### config.mk
export PLATFORM = sky130hd
export DESIGN_NAME = vram_aperture_window_translator
export DESIGN_NICKNAME = d
export VERILOG_FILES = /design/src/rtl/vawt_pkg.sv /design/src/rtl/vawt_xlate.sv /design/src/rtl/vawt_rsp_stage.sv /design/src/rtl/vram_aperture_window_translator.sv
export VERILOG_INCLUDE_DIRS = /design/src /design/src/rtl
export SDC_FILE = /design/constraint.sdc
export NUM_CORES = 1
export LEC_CHECK = 0
export BUFFER_PORTS_ARGS = -buffer_cell sky130_fd_sc_hd__buf_4
export CORE_MARGIN = 5
export CORE_UTILIZATION = 45
export CTS_CLUSTER_DIAMETER = 80
export CTS_CLUSTER_SIZE = 28
export DETAILED_ROUTE_END_ITERATION = 12
export PLACE_DENSITY_LB_ADDON = 0.08
export SYNTH_ARGS = -nofsm -noshare
export SYNTH_HDL_FRONTEND = slang
export SYNTH_HIERARCHICAL = 1
export SYNTH_SLANG_ARGS = --single-unit
### constraint.sdc
create_clock -name clock -period 21.1 [get_ports clock]
set_input_delay 1.055 -clock clock [delete_from_list [all_inputs] [get_ports clock]]
set_output_delay 1.055 -clock clock [all_outputs]
set_load 0.05 [all_outputs]
### src/rtl/vram_aperture_window_translator_defines.svh
// Assertion macros for the window translator RTL.
`ifndef VRAM_APERTURE_WINDOW_TRANSLATOR_DEFINES_SVH
`define VRAM_APERTURE_WINDOW_TRANSLATOR_DEFINES_SVH

// Checks that a condition implies a consequence in the same cycle.
`define VAWT_ASSERT_SAME(label, clk, rst, ante, cons) \
   label: assert property (@(posedge clk) disable iff (rst) (ante) |-> (cons)) \
      else $error("vawt: same-cycle check failed");

// Checks that a condition implies a consequence in the next cycle.
`define VAWT_ASSERT_NEXT(label, clk, rst, ante, cons) \
   label: assert property (@(posedge clk) disable iff (rst) (ante) |=> (cons)) \
      else $error("vawt: next-cycle check failed");

`endif

### src/rtl/vawt_pkg.sv
// Types and constants of the memory-aperture window translator.
package vawt_pkg;

   // Operation codes of an incoming access.
   localparam logic OP_WRITE = 1'b0;
   localparam logic OP_READ  = 1'b1;

   // Target space codes of a downstream access.
   localparam logic SPACE_REGISTER = 1'b0;
   localparam logic SPACE_APERTURE = 1'b1;

   // Configuration register indexes.
   localparam int unsigned CSR_INDEX_WIDTH = 2;
   localparam int unsigned CSR_DATA_WIDTH  = 42;
   localparam logic [CSR_INDEX_WIDTH-1:0] CSR_GUEST_MEMORY_SIZE   = 2'd0;
   localparam logic [CSR_INDEX_WIDTH-1:0] CSR_GUEST_ADDRESS_SHIFT = 2'd1;

   // Field widths.
   localparam int unsigned SIZE_WIDTH  = 41;
   localparam int unsigned SHIFT_WIDTH = 42;
   localparam int unsigned BASE_WIDTH  = 40;
   localparam int unsigned PHYS_WIDTH  = 43;

   // Fixed offsets and data values.
   localparam logic [31:0] CTRL_OFFSET    = 32'hFFFF_0000;
   localparam logic [31:0] WIN_REG_OFFSET = 32'h0000_1700;
   localparam logic [31:0] FAULT_DATA     = 32'hFFFF_FFFF;
   localparam logic [31:0] PAGE_ENABLE    = 32'h0000_0001;

   // One downstream access.
   typedef struct packed {
      logic        target_space;
      logic [31:0] target_offset;
      logic [31:0] target_data;
      logic        is_read;
      logic        fault;
      logic        last;
   } rsp_type;

   // Everything one access turns into.
   typedef struct packed {
      logic [1:0]            count;
      rsp_type               rsp0;
      rsp_type               rsp1;
      logic                  win_update;
      logic [BASE_WIDTH-1:0] win_base;
   } xlate_type;

endpackage

### src/rtl/vawt_xlate.sv
// Translation of one guest aperture access into downstream accesses.
module vawt_xlate #(
   parameter int unsigned WINDOW_BYTES = 268435456
) (
   input  logic                               operation,
   input  logic [31:0]                        access_offset,
   input  logic [31:0]                        write_data,
   input  logic [vawt_pkg::BASE_WIDTH-1:0]    aperture_base,
   input  logic [vawt_pkg::SIZE_WIDTH-1:0]    guest_memory_size,
   input  logic [vawt_pkg::SHIFT_WIDTH-1:0]   guest_address_shift,
   output vawt_pkg::xlate_type                xlate
);

   logic                              is_read;
   logic                              is_ctrl;
   logic [51:0]                       proposed_base;
   logic                              base_ok;
   logic                              big_memory;
   logic                              win_fault;
   logic [vawt_pkg::SIZE_WIDTH-1:0]   addr;
   logic                              bad;
   logic [vawt_pkg::PHYS_WIDTH-1:0]   phys;
   logic [31:0]                       down_data;
   logic                              split;

   // Window control decode and new base check.
   assign is_read    = (operation == vawt_pkg::OP_READ);
   assign is_ctrl    = !is_read && (access_offset == vawt_pkg::CTRL_OFFSET);
   assign proposed_base = {write_data, 20'b0};
   assign base_ok    = proposed_base < 52'(guest_memory_size);

   // Windowed addressing applies only when memory is 4 GiB or more.
   assign big_memory = (guest_memory_size[vawt_pkg::SIZE_WIDTH-1:32] != '0);
   assign win_fault  = big_memory && ({1'b0, access_offset} >= 33'(WINDOW_BYTES));
   assign addr       = big_memory
                     ? vawt_pkg::SIZE_WIDTH'(access_offset)
                       + vawt_pkg::SIZE_WIDTH'(aperture_base)
                     : vawt_pkg::SIZE_WIDTH'(access_offset);
   assign bad        = win_fault || (addr >= guest_memory_size);

   // Physical address and split decision.
   assign phys       = vawt_pkg::PHYS_WIDTH'(addr)
                     + vawt_pkg::PHYS_WIDTH'(guest_address_shift);
   assign split      = (phys[vawt_pkg::PHYS_WIDTH-1:32] != '0);
   assign down_data  = is_read ? 32'd0 : write_data;

   // Assemble the result pair.
   always_comb begin
      xlate            = '0;
      xlate.win_base   = proposed_base[vawt_pkg::BASE_WIDTH-1:0];
      if (is_ctrl) begin
         xlate.win_update = base_ok;
      end else if (bad) begin
         if (is_read) begin
            xlate.count              = 2'd1;
            xlate.rsp0.target_space  = vawt_pkg::SPACE_APERTURE;
            xlate.rsp0.target_offset = 32'd0;
            xlate.rsp0.target_data   = vawt_pkg::FAULT_DATA;
            xlate.rsp0.is_read       = 1'b1;
            xlate.rsp0.fault         = 1'b1;
            xlate.rsp0.last          = 1'b1;
         end
      end else if (split) begin
         xlate.count              = 2'd2;
         xlate.rsp0.target_space  = vawt_pkg::SPACE_REGISTER;
         xlate.rsp0.target_offset = vawt_pkg::WIN_REG_OFFSET;
         xlate.rsp0.target_data   = 32'(phys[vawt_pkg::PHYS_WIDTH-1:16])
                                  | vawt_pkg::PAGE_ENABLE;
         xlate.rsp1.target_space  = vawt_pkg::SPACE_APERTURE;
         xlate.rsp1.target_offset = {16'd0, phys[15:0]};
         xlate.rsp1.target_data   = down_data;
         xlate.rsp1.is_read       = is_read;
         xlate.rsp1.last          = 1'b1;
      end else begin
         xlate.count              = 2'd1;
         xlate.rsp0.target_space  = vawt_pkg::SPACE_APERTURE;
         xlate.rsp0.target_offset = phys[31:0];
         xlate.rsp0.target_data   = down_data;
         xlate.rsp0.is_read       = is_read;
         xlate.rsp0.last          = 1'b1;
      end
   end

endmodule

### src/rtl/vawt_rsp_stage.sv
// Result register that holds up to two downstream accesses and sends them in order.
`include "vram_aperture_window_translator_defines.svh"

module vawt_rsp_stage (
   input  logic                 clock,
   input  logic                 reset,
   input  logic                 load_valid,
   input  logic [1:0]           load_count,
   input  vawt_pkg::rsp_type    load_rsp0,
   input  vawt_pkg::rsp_type    load_rsp1,
   output logic                 can_load,
   output logic                 rsp_valid,
   input  logic                 rsp_stall,
   output vawt_pkg::rsp_type    rsp
);

   logic [1:0]          count_ff;
   logic [1:0]          count_in;
   vawt_pkg::rsp_type   slot0_ff;
   vawt_pkg::rsp_type   slot0_in;
   vawt_pkg::rsp_type   slot1_ff;
   vawt_pkg::rsp_type   slot1_in;
   logic                pop;
   logic                load;

   // A new pair may enter once the stage is empty or empties this cycle.
   assign rsp_valid = (count_ff != 2'd0);
   assign rsp       = slot0_ff;
   assign pop       = rsp_valid && !rsp_stall;
   assign can_load  = (count_ff == 2'd0) || ((count_ff == 2'd1) && pop);
   assign load      = load_valid && can_load;

   // Next contents of the slots.
   always_comb begin
      count_in = count_ff;
      slot0_in = slot0_ff;
      slot1_in = slot1_ff;
      if (load) begin
         count_in = load_count;
         slot0_in = load_rsp0;
         slot1_in = load_rsp1;
      end else if (pop) begin
         count_in = count_ff - 2'd1;
         slot0_in = slot1_ff;
      end
   end

   always_ff @(posedge clock) begin
      if (reset) begin
         count_ff <= 2'd0;
      end else begin
         count_ff <= count_in;
      end
      slot0_ff <= slot0_in;
      slot1_ff <= slot1_in;
   end

   // The stage never holds more than one pair.
   `VAWT_ASSERT_SAME(a_count_max, clock, reset, 1'b1, count_ff != 2'd3)
   // A result that is not last is always a window register write.
   `VAWT_ASSERT_SAME(a_first_is_reg, clock, reset, rsp_valid && !rsp.last,
      rsp.target_space == vawt_pkg::SPACE_REGISTER && !rsp.is_read && !rsp.fault)
   // The in-page access follows its window register write directly.
   `VAWT_ASSERT_NEXT(a_second_follows, clock, reset, pop && !rsp.last,
      rsp_valid && rsp.last && rsp.target_space == vawt_pkg::SPACE_APERTURE)
   // A fault result carries the fault data and closes its transaction.
   `VAWT_ASSERT_SAME(a_fault_form, clock, reset, rsp_valid && rsp.fault,
      rsp.last && rsp.is_read && rsp.target_data == vawt_pkg::FAULT_DATA)

endmodule

### src/rtl/vram_aperture_window_translator.sv
// Top level of the memory-aperture window translator.
//
//   channel  direction  handshake          payload
//   req      in         req_valid/stall    operation, access_offset, write_data
//   rsp      out        rsp_valid/stall    space, offset, data, is_read, fault, last
//   csr      in         csr_valid/ready    csr_index, csr_data
//
// A transaction is registered on acceptance and translated in the next cycle into
// zero, one or two results, which land in the result register.
// Sustained rate is one transaction per cycle while rsp does not stall; a
// transaction that needs a window register write ahead of its access holds the
// result register until both its results have left.
// Reset clears the window base, both configuration registers and all valid state.
// A stall on rsp holds the result register and, once it is full, stalls req.
module vram_aperture_window_translator #(
   parameter int unsigned WINDOW_BYTES = 268435456
) (
   input  logic                                   clock,
   input  logic                                   reset,
   // Request channel.
   input  logic                                   req_valid,
   output logic                                   req_stall,
   input  logic                                   req_operation,
   input  logic [31:0]                            req_access_offset,
   input  logic [31:0]                            req_write_data,
   // Result channel.
   output logic                                   rsp_valid,
   input  logic                                   rsp_stall,
   output logic                                   rsp_target_space,
   output logic [31:0]                            rsp_target_offset,
   output logic [31:0]                            rsp_target_data,
   output logic                                   rsp_is_read,
   output logic                                   rsp_fault,
   output logic                                   rsp_last,
   // Configuration channel.
   input  logic                                   csr_valid,
   output logic                                   csr_ready,
   input  logic [vawt_pkg::CSR_INDEX_WIDTH-1:0]   csr_index,
   input  logic [vawt_pkg::CSR_DATA_WIDTH-1:0]    csr_data
);

   logic                               req_vld_ff;
   logic                               req_vld_in;
   logic                               op_ff;
   logic [31:0]                        offset_ff;
   logic [31:0]                        data_ff;
   logic [vawt_pkg::BASE_WIDTH-1:0]    aperture_base_ff;
   logic [vawt_pkg::BASE_WIDTH-1:0]    aperture_base_in;
   logic [vawt_pkg::SIZE_WIDTH-1:0]    mem_size_ff;
   logic [vawt_pkg::SIZE_WIDTH-1:0]    mem_size_in;
   logic [vawt_pkg::SHIFT_WIDTH-1:0]   addr_shift_ff;
   logic [vawt_pkg::SHIFT_WIDTH-1:0]   addr_shift_in;
   logic                               accept;
   logic                               advance;
   logic                               can_load;
   vawt_pkg::xlate_type                xlate;
   vawt_pkg::rsp_type                  rsp;

   // Configuration writes are always taken.
   assign csr_ready = 1'b1;

   always_comb begin
      mem_size_in   = mem_size_ff;
      addr_shift_in = addr_shift_ff;
      if (csr_valid && csr_ready) begin
         case (csr_index)
            vawt_pkg::CSR_GUEST_MEMORY_SIZE: begin
               mem_size_in = csr_data[vawt_pkg::SIZE_WIDTH-1:0];
            end
            vawt_pkg::CSR_GUEST_ADDRESS_SHIFT: begin
               addr_shift_in = csr_data;
            end
            default: begin
            end
         endcase
      end
   end

   // Input register handshake: the held transaction leaves when its results fit.
   assign advance    = req_vld_ff && ((xlate.count == 2'd0) || can_load);
   assign req_stall  = req_vld_ff && !advance;
   assign accept     = req_valid && !req_stall;
   assign req_vld_in = accept || (req_vld_ff && !advance);

   // Window base moves when a control write leaves the input register.
   assign aperture_base_in = (advance && xlate.win_update) ? xlate.win_base
                                                          : aperture_base_ff;

   always_ff @(posedge clock) begin
      if (reset) begin
         req_vld_ff       <= 1'b0;
         aperture_base_ff <= '0;
         mem_size_ff      <= '0;
         addr_shift_ff    <= '0;
      end else begin
         req_vld_ff       <= req_vld_in;
         aperture_base_ff <= aperture_base_in;
         mem_size_ff      <= mem_size_in;
         addr_shift_ff    <= addr_shift_in;
      end
      if (accept) begin
         op_ff     <= req_operation;
         offset_ff <= req_access_offset;
         data_ff   <= req_write_data;
      end
   end

   // Translation of the held transaction.
   vawt_xlate #(
      .WINDOW_BYTES (WINDOW_BYTES)
   ) u_xlate (
      .operation           (op_ff),
      .access_offset       (offset_ff),
      .write_data          (data_ff),
      .aperture_base       (aperture_base_ff),
      .guest_memory_size   (mem_size_ff),
      .guest_address_shift (addr_shift_ff),
      .xlate               (xlate)
   );

   // Result register.
   vawt_rsp_stage u_rsp_stage (
      .clock      (clock),
      .reset      (reset),
      .load_valid (req_vld_ff && (xlate.count != 2'd0)),
      .load_count (xlate.count),
      .load_rsp0  (xlate.rsp0),
      .load_rsp1  (xlate.rsp1),
      .can_load   (can_load),
      .rsp_valid  (rsp_valid),
      .rsp_stall  (rsp_stall),
      .rsp        (rsp)
   );

   assign rsp_target_space  = rsp.target_space;
   assign rsp_target_offset = rsp.target_offset;
   assign rsp_target_data   = rsp.target_data;
   assign rsp_is_read       = rsp.is_read;
   assign rsp_fault         = rsp.fault;
   assign rsp_last          = rsp.last;

endmodule

; ---- Word level (Yosys, flattened, before mapping)
; Index checks and enable logic that the tools add are counted.
[op_classes]
add_sub_neg = 3
order_cmp = 3
n_eq_ne = 3
mux = 18
n_bitwise = 1
reduce_logical = 30
[ops]
columns = operator, count
row1 = 2-to-1 mux 68 bit, 3
row2 = 2-to-1 mux 136 bit, 1
row3 = 2-to-1 mux 66 bit, 2
row4 = 2-to-1 mux 69 bit, 1
row5 = 2-to-1 mux 67 bit, 1
row6 = < comparator 52 x 41 -> 1 bit, 1
row7 = adder 41 x 42 -> 43 bit, 1
row8 = adder 32 x 40 -> 41 bit, 1
row9 = >= comparator 41 bit, 1
row10 = 2-to-1 mux 41 bit, 1
row11 = == test 32 bit (second input constant), 1
row12 = >= comparator 32 x 29 -> 1 bit (second input constant), 1
row13 = 2-to-1 mux 32 bit, 1
row14 = nonzero test 11 bit, 1
row15 = logical AND 1 bit, 10
row16 = nonzero test 9 bit, 1
row17 = logical NOT 2 bit, 3
row18 = 2-to-1 mux 1 bit, 6
row19 = nonzero test 2 bit, 3
row20 = == test 2 x 1 -> 1 bit (second input constant), 2
row21 = logical NOT 1 bit, 4
row22 = logical OR 1 bit, 4
row23 = 2-to-1 mux 2 bit, 2
row24 = AND reduction 2 bit, 2
row25 = 4 further kinds, 4
[totals]
regBits = 306
in_bits = 114
out_inout_bits = 71
elab_cells = 78

; ---- Longest topological paths before layout
; Gate-level depths: netlist of run 1.
[depth]
word_depth = 15
depth_mapped = 40
depth_no_buf = 35

; ---- Cells and area by module
; Netlist of run 1, hierarchy kept.
[by_module_without_submodules]
columns = module, instances, cells_each, area_per_inst_um2, seq_area_each_um2
row1 = vawt_xlate, 1, 1144, 7582.3, 0.0
row2 = vram_aperture_window_translator, 1, 611, 6686.4, 4434.3
row3 = vawt_rsp_stage, 1, 374, 5161.2, 4124.0

; ---- Worst setup path after synthesis of run 1
; Ideal clock, no wire load.
[synth_timing]
path_type = reg2reg
start = reg offset_ff[0]
end = reg data_ff[0] (enable)
setup_time_ns = 0.495
arrival_time_ns = 9.987
required_time_ns = 20.605
slack_ns = 10.618
path_stages_with_launch = 37
path_buffers = 4
period_less_slack_ns = 10.482
cell_sequence = edfxtp_1 -> ha_1 -> inv_1 -> fa_1 -> nor2b_1 -> o21ai_0 -> a21oi_1 -> o21a_1 -> or2_2 -> and2_1 -> o21ai_0 -> o21ai_0 -> a21o_1 -> a21oi_1 -> xor2_1 -> o21ai_0 -> ha_1 -> nand2_1 -> nor2_1 -> o31ai_1 -> a2111oi_0 -> nor3_1 -> a311o_1 -> o211a_1 -> xnor2_1 -> o211ai_1 -> or4_4 -> nor4b_4 -> or2_1 -> buf_2 -> buf_4 -> buf_6 -> inv_2 -> buf_4 -> o21a_1 -> nor2b_1 -> nor2b_1
[synth_rtl]
columns = element, line
row1 = "start, declared", vram_aperture_window_translator.sv:45  ; logic [31:0] offset_ff;
row2 = "start signal, assigned", vram_aperture_window_translator.sv:103  ; offset_ff <= req_access_offset;
row3 = "end signal, assigned", vram_aperture_window_translator.sv:104  ; data_ff <= req_write_data;
row4 = "end, declared", vram_aperture_window_translator.sv:46  ; logic [31:0] data_ff;

; ---- Worst setup path after layout of run 1
[layout_timing]
start = reg offset_ff[12]
end = out req_stall
[layout_between]
elab_chain_len = 12
word_cells_on_any_way = 18
cone_classes = 2 x add/sub / 2 x order compare / 1 x eq/ne / 4 x mux / 9 x reduce/logical
[layout_rtl]
columns = element, line
row1 = adder 32 x 40 -> 41 bit, vawt_xlate.sv:37  ; + vawt_pkg::SIZE_WIDTH'(aperture_base)
row2 = 2-to-1 mux 41 bit, vawt_xlate.sv:36  ; ? vawt_pkg::SIZE_WIDTH'(access_offset)
row3 = adder 41 x 42 -> 43 bit, vawt_xlate.sv:43  ; + vawt_pkg::PHYS_WIDTH'(guest_address_shift);
row4 = nonzero test 11 bit, vawt_xlate.sv:44  ; assign split = (phys[vawt_pkg::PHYS_WIDTH-1:32] != '0);
row5 = 2-to-1 mux 67 bit, vawt_xlate.sv:63  ; end else if (split) begin
row6 = 2-to-1 mux 68 bit, vawt_xlate.sv:53  ; end else if (bad) begin
row7 = 2-to-1 mux 136 bit *, vawt_xlate.sv:51  ; if (is_ctrl) begin
row8 = logical NOT 2 bit *, vram_aperture_window_translator.sv:80  ; assign advance = req_vld_ff && ((xlate.count == 2'd0) || can_load);
row9 = logical OR 1 bit *, vram_aperture_window_translator.sv:80
row10 = logical AND 1 bit *, vram_aperture_window_translator.sv:80
row11 = logical NOT 1 bit *, vram_aperture_window_translator.sv:81  ; assign req_stall = req_vld_ff && !advance;
row12 = logical AND 1 bit *, vram_aperture_window_translator.sv:81
row13 = "end, declared", vram_aperture_window_translator.sv:22  ; output logic req_stall,
; Mark *: on every way between the ends. The rest lies on a longest branch, timed or not.

==> results list, run 1 <==
- Type of the setup path with the least slack: reg -> out
- Global placer's final weighted congestion: 0.933
- The flow ran to the end, and the final reports show no timing, DRC or antenna violations.
- Starting density of the core: 45.3%
- Total gr overflow: 0
* Final design area excluding fillers: 21,600 µm²
- Count of buffers inserted at the top-level ports: 183
- Die span in x: 218 µm
- Nets@finish: 2,480
* Arrival time at the worst endpoint: 9.07 ns
- The average instance in the mapped netlist occupies 9.13 µm².
- Cell row count: 76
- Initial DRC count: 1,392
- Number of pins with negative max-slew slack in the final report: 0
- Clk sinks: 327
- Dividing total power by cell area gives a power density of 90.4 nW/µm².
- After clock tree synthesis, the setup repair step added 0 buffers.
- By area the synthesized netlist is led by edfxtp_1, dfxtp_1, nand2_1.
* Vias after detailed routing: 15,200
- The first detailed-routing pass ran for 6 iterations.
- # diodes: 0
- For the pin with the worst max-slew slack, the measured transition is 1.10 ns.
* Total net switching power: 0.738 mW
- Setup repair after global routing left no endpoint under its margin.
- Number of gates resized after CTS: 0
- Clock power frac: 25.3%
- At the end of the flow the core is filled with cells to 50.4%.
- Fraction of post-synthesis cell area in the top cell type by area: 31.1%
- Hold-fix buffers at CTS: 0
- The worst-case IR drop observed on VDD is 0.0670 mV.
- Post-route clock period utilization: 48.0%
- Source-to-sink clock delay at the later pin of the worst-skew pair: 0.56 ns
* Most common cell after layout, fill and taps aside: nand2_1
* Wire length of the first global-routing pass: 82,500 µm
- Prevailing post-synth register cell: edfxtp_1
- Sequential-to-total area share from yosys stat: 44.0%
* Via count of the first global-routing pass: 14,500
- The initial antenna violation count came to 0.
- Total routing usage reported by global routing: 21.9%
- Of the cells placed in the final design, the portion with a size suffix greater than 1 is 11.6%.
* CTS Root Buffer Type: clkbuf_16
- Fraction of power consumed by combinational cells: 31.9%
- LEAKAGE: 8.52 nW
- For this run, the top clock speed supported by timing is 98.7 MHz.
- Average wire per standard cell: 19.1 µm
* Clock transition at path regs: 0.08 ns
* Clock tree from TritonCTS: done
- Residual antenna-violating net count after detailed routing: 0
- Setup violations remaining at the end of the flow were counted as 0.
* Mapped cell area: 19,400 µm²
- After synthesis the netlist holds a flip-flop and latch count of 327.
- At the worst endpoint, the required time is 20.05 ns.
* IO Pins: 185
- Time the worst path needs with I/O delays and setup: 10.13 ns
* Clock skew after layout: 0.0227 ns
* Headroom to the max-slew limit: 26.9%
- Die Footprint: 47,400 µm²
* Sum of net half-perimeters after detailed placement: 40,600 µm
* Setup total negative slack: 0 ns
- Max-capacitance violation count: 0
* Fraction of power consumed by sequential logic: 42.8%
- Along the worst path, the maximum fanout reaches 9.
- Summing all placed instances gives a cell area of 20,800 µm².
- Fraction of registers with async set or reset after synthesis: 0%
- The clock passes through at most 3 buffers.
- STA classifies the critical path startpoint as a flip-flop.
- The number of clock buffers added by TritonCTS is 22.
* Die span in y: 218 µm
- Summed over all instances, the cell type with the most area after synthesis is edfxtp_1.
- Switching power as a share of total power: 37.7%
- Class of the worst hold path: reg -> reg
- Post-synth EDFFs: 201
- Cell internal power was estimated by the tool at 1.22 mW.
* Endpoint kind of the worst setup timing path: output port
- Dividing the detail-routed via count by the number of cells gives 5.37.
* Hold violation count in the final report: 0
- Post-synthesis cell type count: 81
- Wire length after detailed routing: 54,100 µm
* Yosys synthesis warning count: 6
- Entering global routing, the biggest net connects 138 pins.
- Compared with the post-synthesis result, the final layout area differs by 11.3%.
* DRC violation count after routing: 0
- CORE AREA: 42,900 µm²
- Synthesis handed over a netlist of 2,129 instances.
* CTS H-Tree Depth: 1
- Top library cells by usage in the layout, fill and taps aside: nand2_1, edfxtp_1, buf_4
==> cell type report <==
type | instances | area, µm²
flip-flops and latches | 327 | 8560
well taps | 585 | 732
clock buffers | 25 | 593
fillers | 4054 | 21300
multi-input cells | 1603 | 9720
clock inverters | 15 | 228
repair buffers | 197 | 1480
inverters | 81 | 309
==> routing by layer <==
layer  wire (µm)  global-route usage, %
met5           0                      0
met4        1340                   5.63
met3        3040                   2.73
met2       24200                   34.9
met1       25500                   31.9
==> per-stage QoR <==
step	hold WS (ns)	std cells	setup WS (ns)	total power, mW
after CTS	0.461	2833	11.05	1.97
final	0.458	2833	10.97	1.96
after floorplan	0.436	2165	10.62	1.30
after detailed placement	0.447	2793	11.48	1.47
after global routing	0.482	2833	10.37	2.05
after global placement	0.442	2793	11.59	1.47
==> final timing paths <==
check	start	endpoint	slack [ns]	depth (start not counted)
worst min-delay path	mem_size_ff[30]	mem_size_ff[30]	0.46	2
worst min register to register	mem_size_ff[30]	mem_size_ff[30]	0.46	2
worst max-delay path	offset_ff[12]	req_stall	10.97	26
worst max register to register	offset_ff[12]	u_rsp_stage/rsp[63]	11.32	29
==> synthesized netlist by cell type, types with 8 or more instances <==
cell type and count:
nand2_1 441, edfxtp_1 201, a21oi_1 196, nor2_1 149, ha_1 132, dfxtp_1 126, nand2b_1 119, o21ai_0 82
inv_1 79, buf_4 71, mux2i_1 42, xnor2_1 41, clkbuf_1 36, a21o_1 34, xor2_1 33, nand4_1 30
buf_2 27, buf_6 18, nor3_1 18, a211oi_1 17, nand3_1 16, o211ai_1 16, o221ai_1 15, nor4_1 13
o21a_1 13, o31ai_1 12, and2_1 11, nor2b_1 11, a31oi_1 10, o21bai_1 9, and3_1 8
==> critical path, stage by stage, from the launching register on <==
cell	delay (ns)
edfxtp_1	0.42
ha_1	0.40
a211o_1	0.35
a2111oi_0	0.55
o31a_1	0.24
o21a_1	0.24
o21a_1	0.22
o21ai_0	0.17
a221oi_1	0.52
xor2_1	0.12
a21oi_1	0.35
ha_1	0.38
and3_1	0.27
a2111oi_0	0.39
o21ai_0	0.16
nand2b_1	0.17
a211oi_1	0.52
o211ai_1	0.18
a41oi_1	0.27
xnor2_1	0.12
or4_4	0.57
nor4b_4	0.63
nor2_1	0.15
nor2_1	0.30
o21a_1	0.23
nor2b_1	0.35
buf_4	0.27
==> sequential cells by signal, indices dropped and copies added, names as in the netlist <==
register and count:
u_rsp_stage/rsp 68, u_rsp_stage/slot1_ff 68, aperture_base_ff 40, u_rsp_stage/count_ff 2, data_ff 32, op_ff 1, offset_ff 32, addr_shift_ff 42
req_vld_ff 1, mem_size_ff 41
==> power groups by stage <==
stage / sequential (mW) / clock, mW / combinational, mW
after floorplan: 0.984 / 0 / 0.313
after global placement: 0.853 / 0 / 0.616
after detailed placement: 0.853 / 0 / 0.622
after CTS: 0.838 / 0.510 / 0.624
after global routing: 0.843 / 0.532 / 0.675
final: 0.836 / 0.495 / 0.624
==> kinds of logic after synthesis <==
kind of cell             after synthesis  synth area share [%]
flip-flops                           327                  44.0
AO/OA/AOI/OAI                        458                  14.6
buffers and inverters                235                  6.81
other                                  2                0.0387
XOR/XNOR                              74                  3.34
AND/OR/NAND/NOR                      854                  20.2
multiplexers                          43                  2.22
adder cells (fa/ha/maj)              136                  8.81
No activity file was read; power rests on OpenSTA's default activity.
==> inputs of run 2 (changes only) <==
==> constraint.sdc (replaced) <==
create_clock -name clock -period 8.2 [get_ports clock]
set_input_delay 0.41 -clock clock [delete_from_list [all_inputs] [get_ports clock]]
set_output_delay 0.41 -clock clock [all_outputs]
set_load 0.05 [all_outputs]
==> run 2 against run 1 <==
Compared with the run above: register-to-register slack got worse by 11 ns; worst hold slack got worse by 0.43 ns; wire length grew 2.9%; setup slack got worse by 11 ns; largest cell class unchanged; sequential power grew to 2.6 times the previous value; non-clock buffer count increased by 82.
==> results list, run 2 (synthesis gave the netlist of run 1 again) <==
* IO Pins: 185 (unchanged)
- # diodes: 0 (unchanged)
- The final sum of negative setup slack was 0 ns (unchanged).
* Placed insts: 2,820 (was 2,793)
- Per-cell via count in the routed design: 5.37 (about the same)
- Vias after detailed routing: 15,600 (was 15,200)
- The number of buffers created by CTS is 22 (unchanged).
- Required time of the critical path: 7.79 ns (was 20.05 ns)
- The area of the die was 47,400 µm² (unchanged).
* Total net switching power: 1.98 mW (was 0.738 mW)
* Clock tree from TritonCTS: done (unchanged)
- The static leakage power is 8.94 nW (was 8.52 nW).
- The net switching fraction of the power is 38.7% (was 37.7%).
* Worst stage delay on the critical path: 0.54 ns (was 0.63 ns)
- CTS H-Tree Depth: 1 (unchanged)
* Library cell contributing the largest single delay on the critical path: or4_4 (was nor4b_4)
- CORE AREA: 42,900 µm² (unchanged)
- The share of power burned in combinational logic came to 33.5% (was 31.9%).
- Initial DRC count: 1,280 (was 1,392)
* Final Total Pwr: 5.12 mW (was 1.96 mW)
* Deepest clock path buffer count: 3 (unchanged)
- Most common cell after layout, fill and taps aside: nand2_1 (unchanged)
* Wire length after detailed routing: 55,700 µm (was 54,100 µm)
- Run status: finished clean (unchanged)
- Top library cells by usage in the layout, fill and taps aside: nand2_1, buf_4, edfxtp_1 (was nand2_1, edfxtp_1, buf_4).
* Die span in y: 218 µm (unchanged)
* Sum of net half-perimeters after detailed placement: 42,000 µm (was 40,600 µm)
- The insertion delay of the later-clocked pin in the worst-skew pair came to 0.59 ns (was 0.56 ns).
- The transition time at the pin with the least slew margin was 0.996 ns (was 1.10 ns).
- The setup violation total in the final timing report came to 0 (unchanged).
- Time the worst path needs with I/O delays and setup: 7.73 ns
- Endpoint kind of the worst setup timing path: output port (unchanged)
* Top fanout value on the critical path: 4 (was 9)
* Type of the setup path with the least slack: reg -> out (unchanged)
- The number of pins exceeding their max-slew limit in the final report is 0 (unchanged).
- DRC violation count after routing: 0 (unchanged)
* Crit start category: flip-flop (unchanged)
- The routed wirelength normalized by instance count is 19.1 µm (about the same).
- Antenna violations before repair: 0 (unchanged)
- The largest net degree at the start of global routing came to 111 (was 138).
* Nets@finish: 2,562 (was 2,480)
* Count of buffers inserted at the top-level ports: 183 (unchanged)
- Clock power frac: 24.8% (was 25.3%)
- The antenna violation net count after detailed routing came to 0 (unchanged).
* Class of the worst hold path: in -> reg (was reg -> reg)
* Clk sinks: 327 (unchanged)
- Maximum clock frequency: 129 MHz
- The library cell used as clock root buffer was clkbuf_16 (unchanged).
- The CTS clock-pin slew for the worst setup and hold paths came to 0.10 ns (was 0.08 ns).
- Total routing usage reported by global routing: 22.6% (was 21.9%)
* Unrepaired setup endpoints after global routing: no (unchanged)
- Number of iterations in the first detailed-routing pass: 7 (was 6)
- The data arrival time of the critical path was 7.32 ns (was 9.07 ns).
- Total gr overflow: 0 (unchanged)
* Power per cell area: 226 nW/µm² (was 90.4 nW/µm²)
* Wire length of the first global-routing pass: 84,800 µm (was 82,500 µm)
- Power Internal: 3.14 mW (was 1.22 mW)
- The number of max-capacitance violations reported is 0 (unchanged).
* Hold violation count in the final report: 0 (unchanged)
- The fraction of power consumed by sequential logic came to 41.8% (was 42.8%).
- Layout Area Growth over Synthesis: 16.5% (was 11.3%)
* Global placer's final weighted congestion: 0.907 (was 0.933)
- Via count of the first global-routing pass: 14,900 (was 14,500)
- Starting density of the core: 45.3% (unchanged)
- The row count came to 76 (unchanged).
* Die span in x: 218 µm (unchanged)
- The normalized max-slew margin came to 33.6% (was 26.9%).
- The count of placed standard cells in the final layout, fillers left out came to 2,914 (was 2,833).
- The maximum vdd ir drop is 0.180 mV (was 0.0670 mV).
* Fraction of layout instances using a drive strength above 1: 14.2% (was 11.6%)
- Clock skew after layout: 0.0466 ns (was 0.0227 ns)
- The final critical path takes up 94.3% of the cycle.
==> run 2: cell types whose count changed in the layout (fill, tap and decap cells not counted), moves of 7 or more <==
cell | previous run | this run
o21ai_1 | 3 | 10
a21oi_1 | 196 | 186
buf_4 | 197 | 222
a21oi_2 | 0 | 10
o21ai_0 | 81 | 71
buf_12 | 0 | 8
dlygate4sd3_1 | 0 | 48
==> run 2: routing by layer <==
| layer | routed length [µm] | track usage [%] | share of wire (%) | up-vias |
|---|---|---|---|---|
| li1 | - | - | - | 7746 |
| met1 | 25900 | 32.6 | 46 | 7367 |
| met2 | 25100 | 36.2 | 45 | 455 |
| met3 | 3180 | 2.49 | 5.7 | 72 |
| met4 | 1540 | 6.36 | 2.8 | 0 |
| met5 | 0 | 0 | 0 | - |
==> run 2: power by group through the flow <==
stage                     Sequential, mW  Combinational [mW]  Clock [mW]
after global routing                2.16                1.85        1.36
after CTS                           2.14                1.70        1.31
final                               2.14                1.71        1.27
after detailed placement            2.18                1.67           0
after global placement              2.18                1.66           0
after floorplan                     2.51               0.812           0
==> run 2: cell type report <==
type,count,area (µm²)
clock buffers,23,554
clock inverters,16,249
fillers,3931,20200
inverters,81,309
multi-input cells,1603,9920
flip-flops and latches,327,8560
well taps,585,732
repair buffers,279,2320
==> run 2: through the flow <==
stage / instance area, µm² / worst slack, ns / utilization (%) / hold WS, ns
floorplan: 19600 / 0.0134 / - / 0.436
global placement: 21100 / 0.426 / 49.3 / 0.442
detailed placement: 21100 / 0.209 / 49.3 / 0.451
CTS: 22500 / 0.0450 / 52.4 / 0.000445
global route: 22600 / 0.00409 / 52.8 / 0.000611
finish: 22600 / 0.469 / 52.8 / 0.0249
==> run 2: repair_timing <==
item	CTS	global route
hold buffers	48	0
pin swaps	3	8
resized for setup	8	36
endpoints found under the setup margin	1	303
hold endpoints to repair	48	0
buffers inserted	2	5
==> run 2: worst paths after layout <==
check                        from              end  slack, ns  cells past startpoint
min          req_access_offset[0]     offset_ff[0]       0.02                      1
max                  offset_ff[0]        req_stall       0.47                     32
max reg2reg          offset_ff[0]      data_ff[15]       0.71                     34
min reg2reg       mem_size_ff[14]  mem_size_ff[14]       0.46                      2
==> run 2: critical path: cells and delay by family, from the launching register on <==
kind                     cells  cell delay [ns]
flip-flops                   1             0.42
adder cells (fa/ha/maj)      3             0.85
XOR/XNOR                     2             0.33
buffers and inverters        2             0.25
AO/OA/AOI/OAI               13             2.56
AND/OR/NAND/NOR             12             2.33
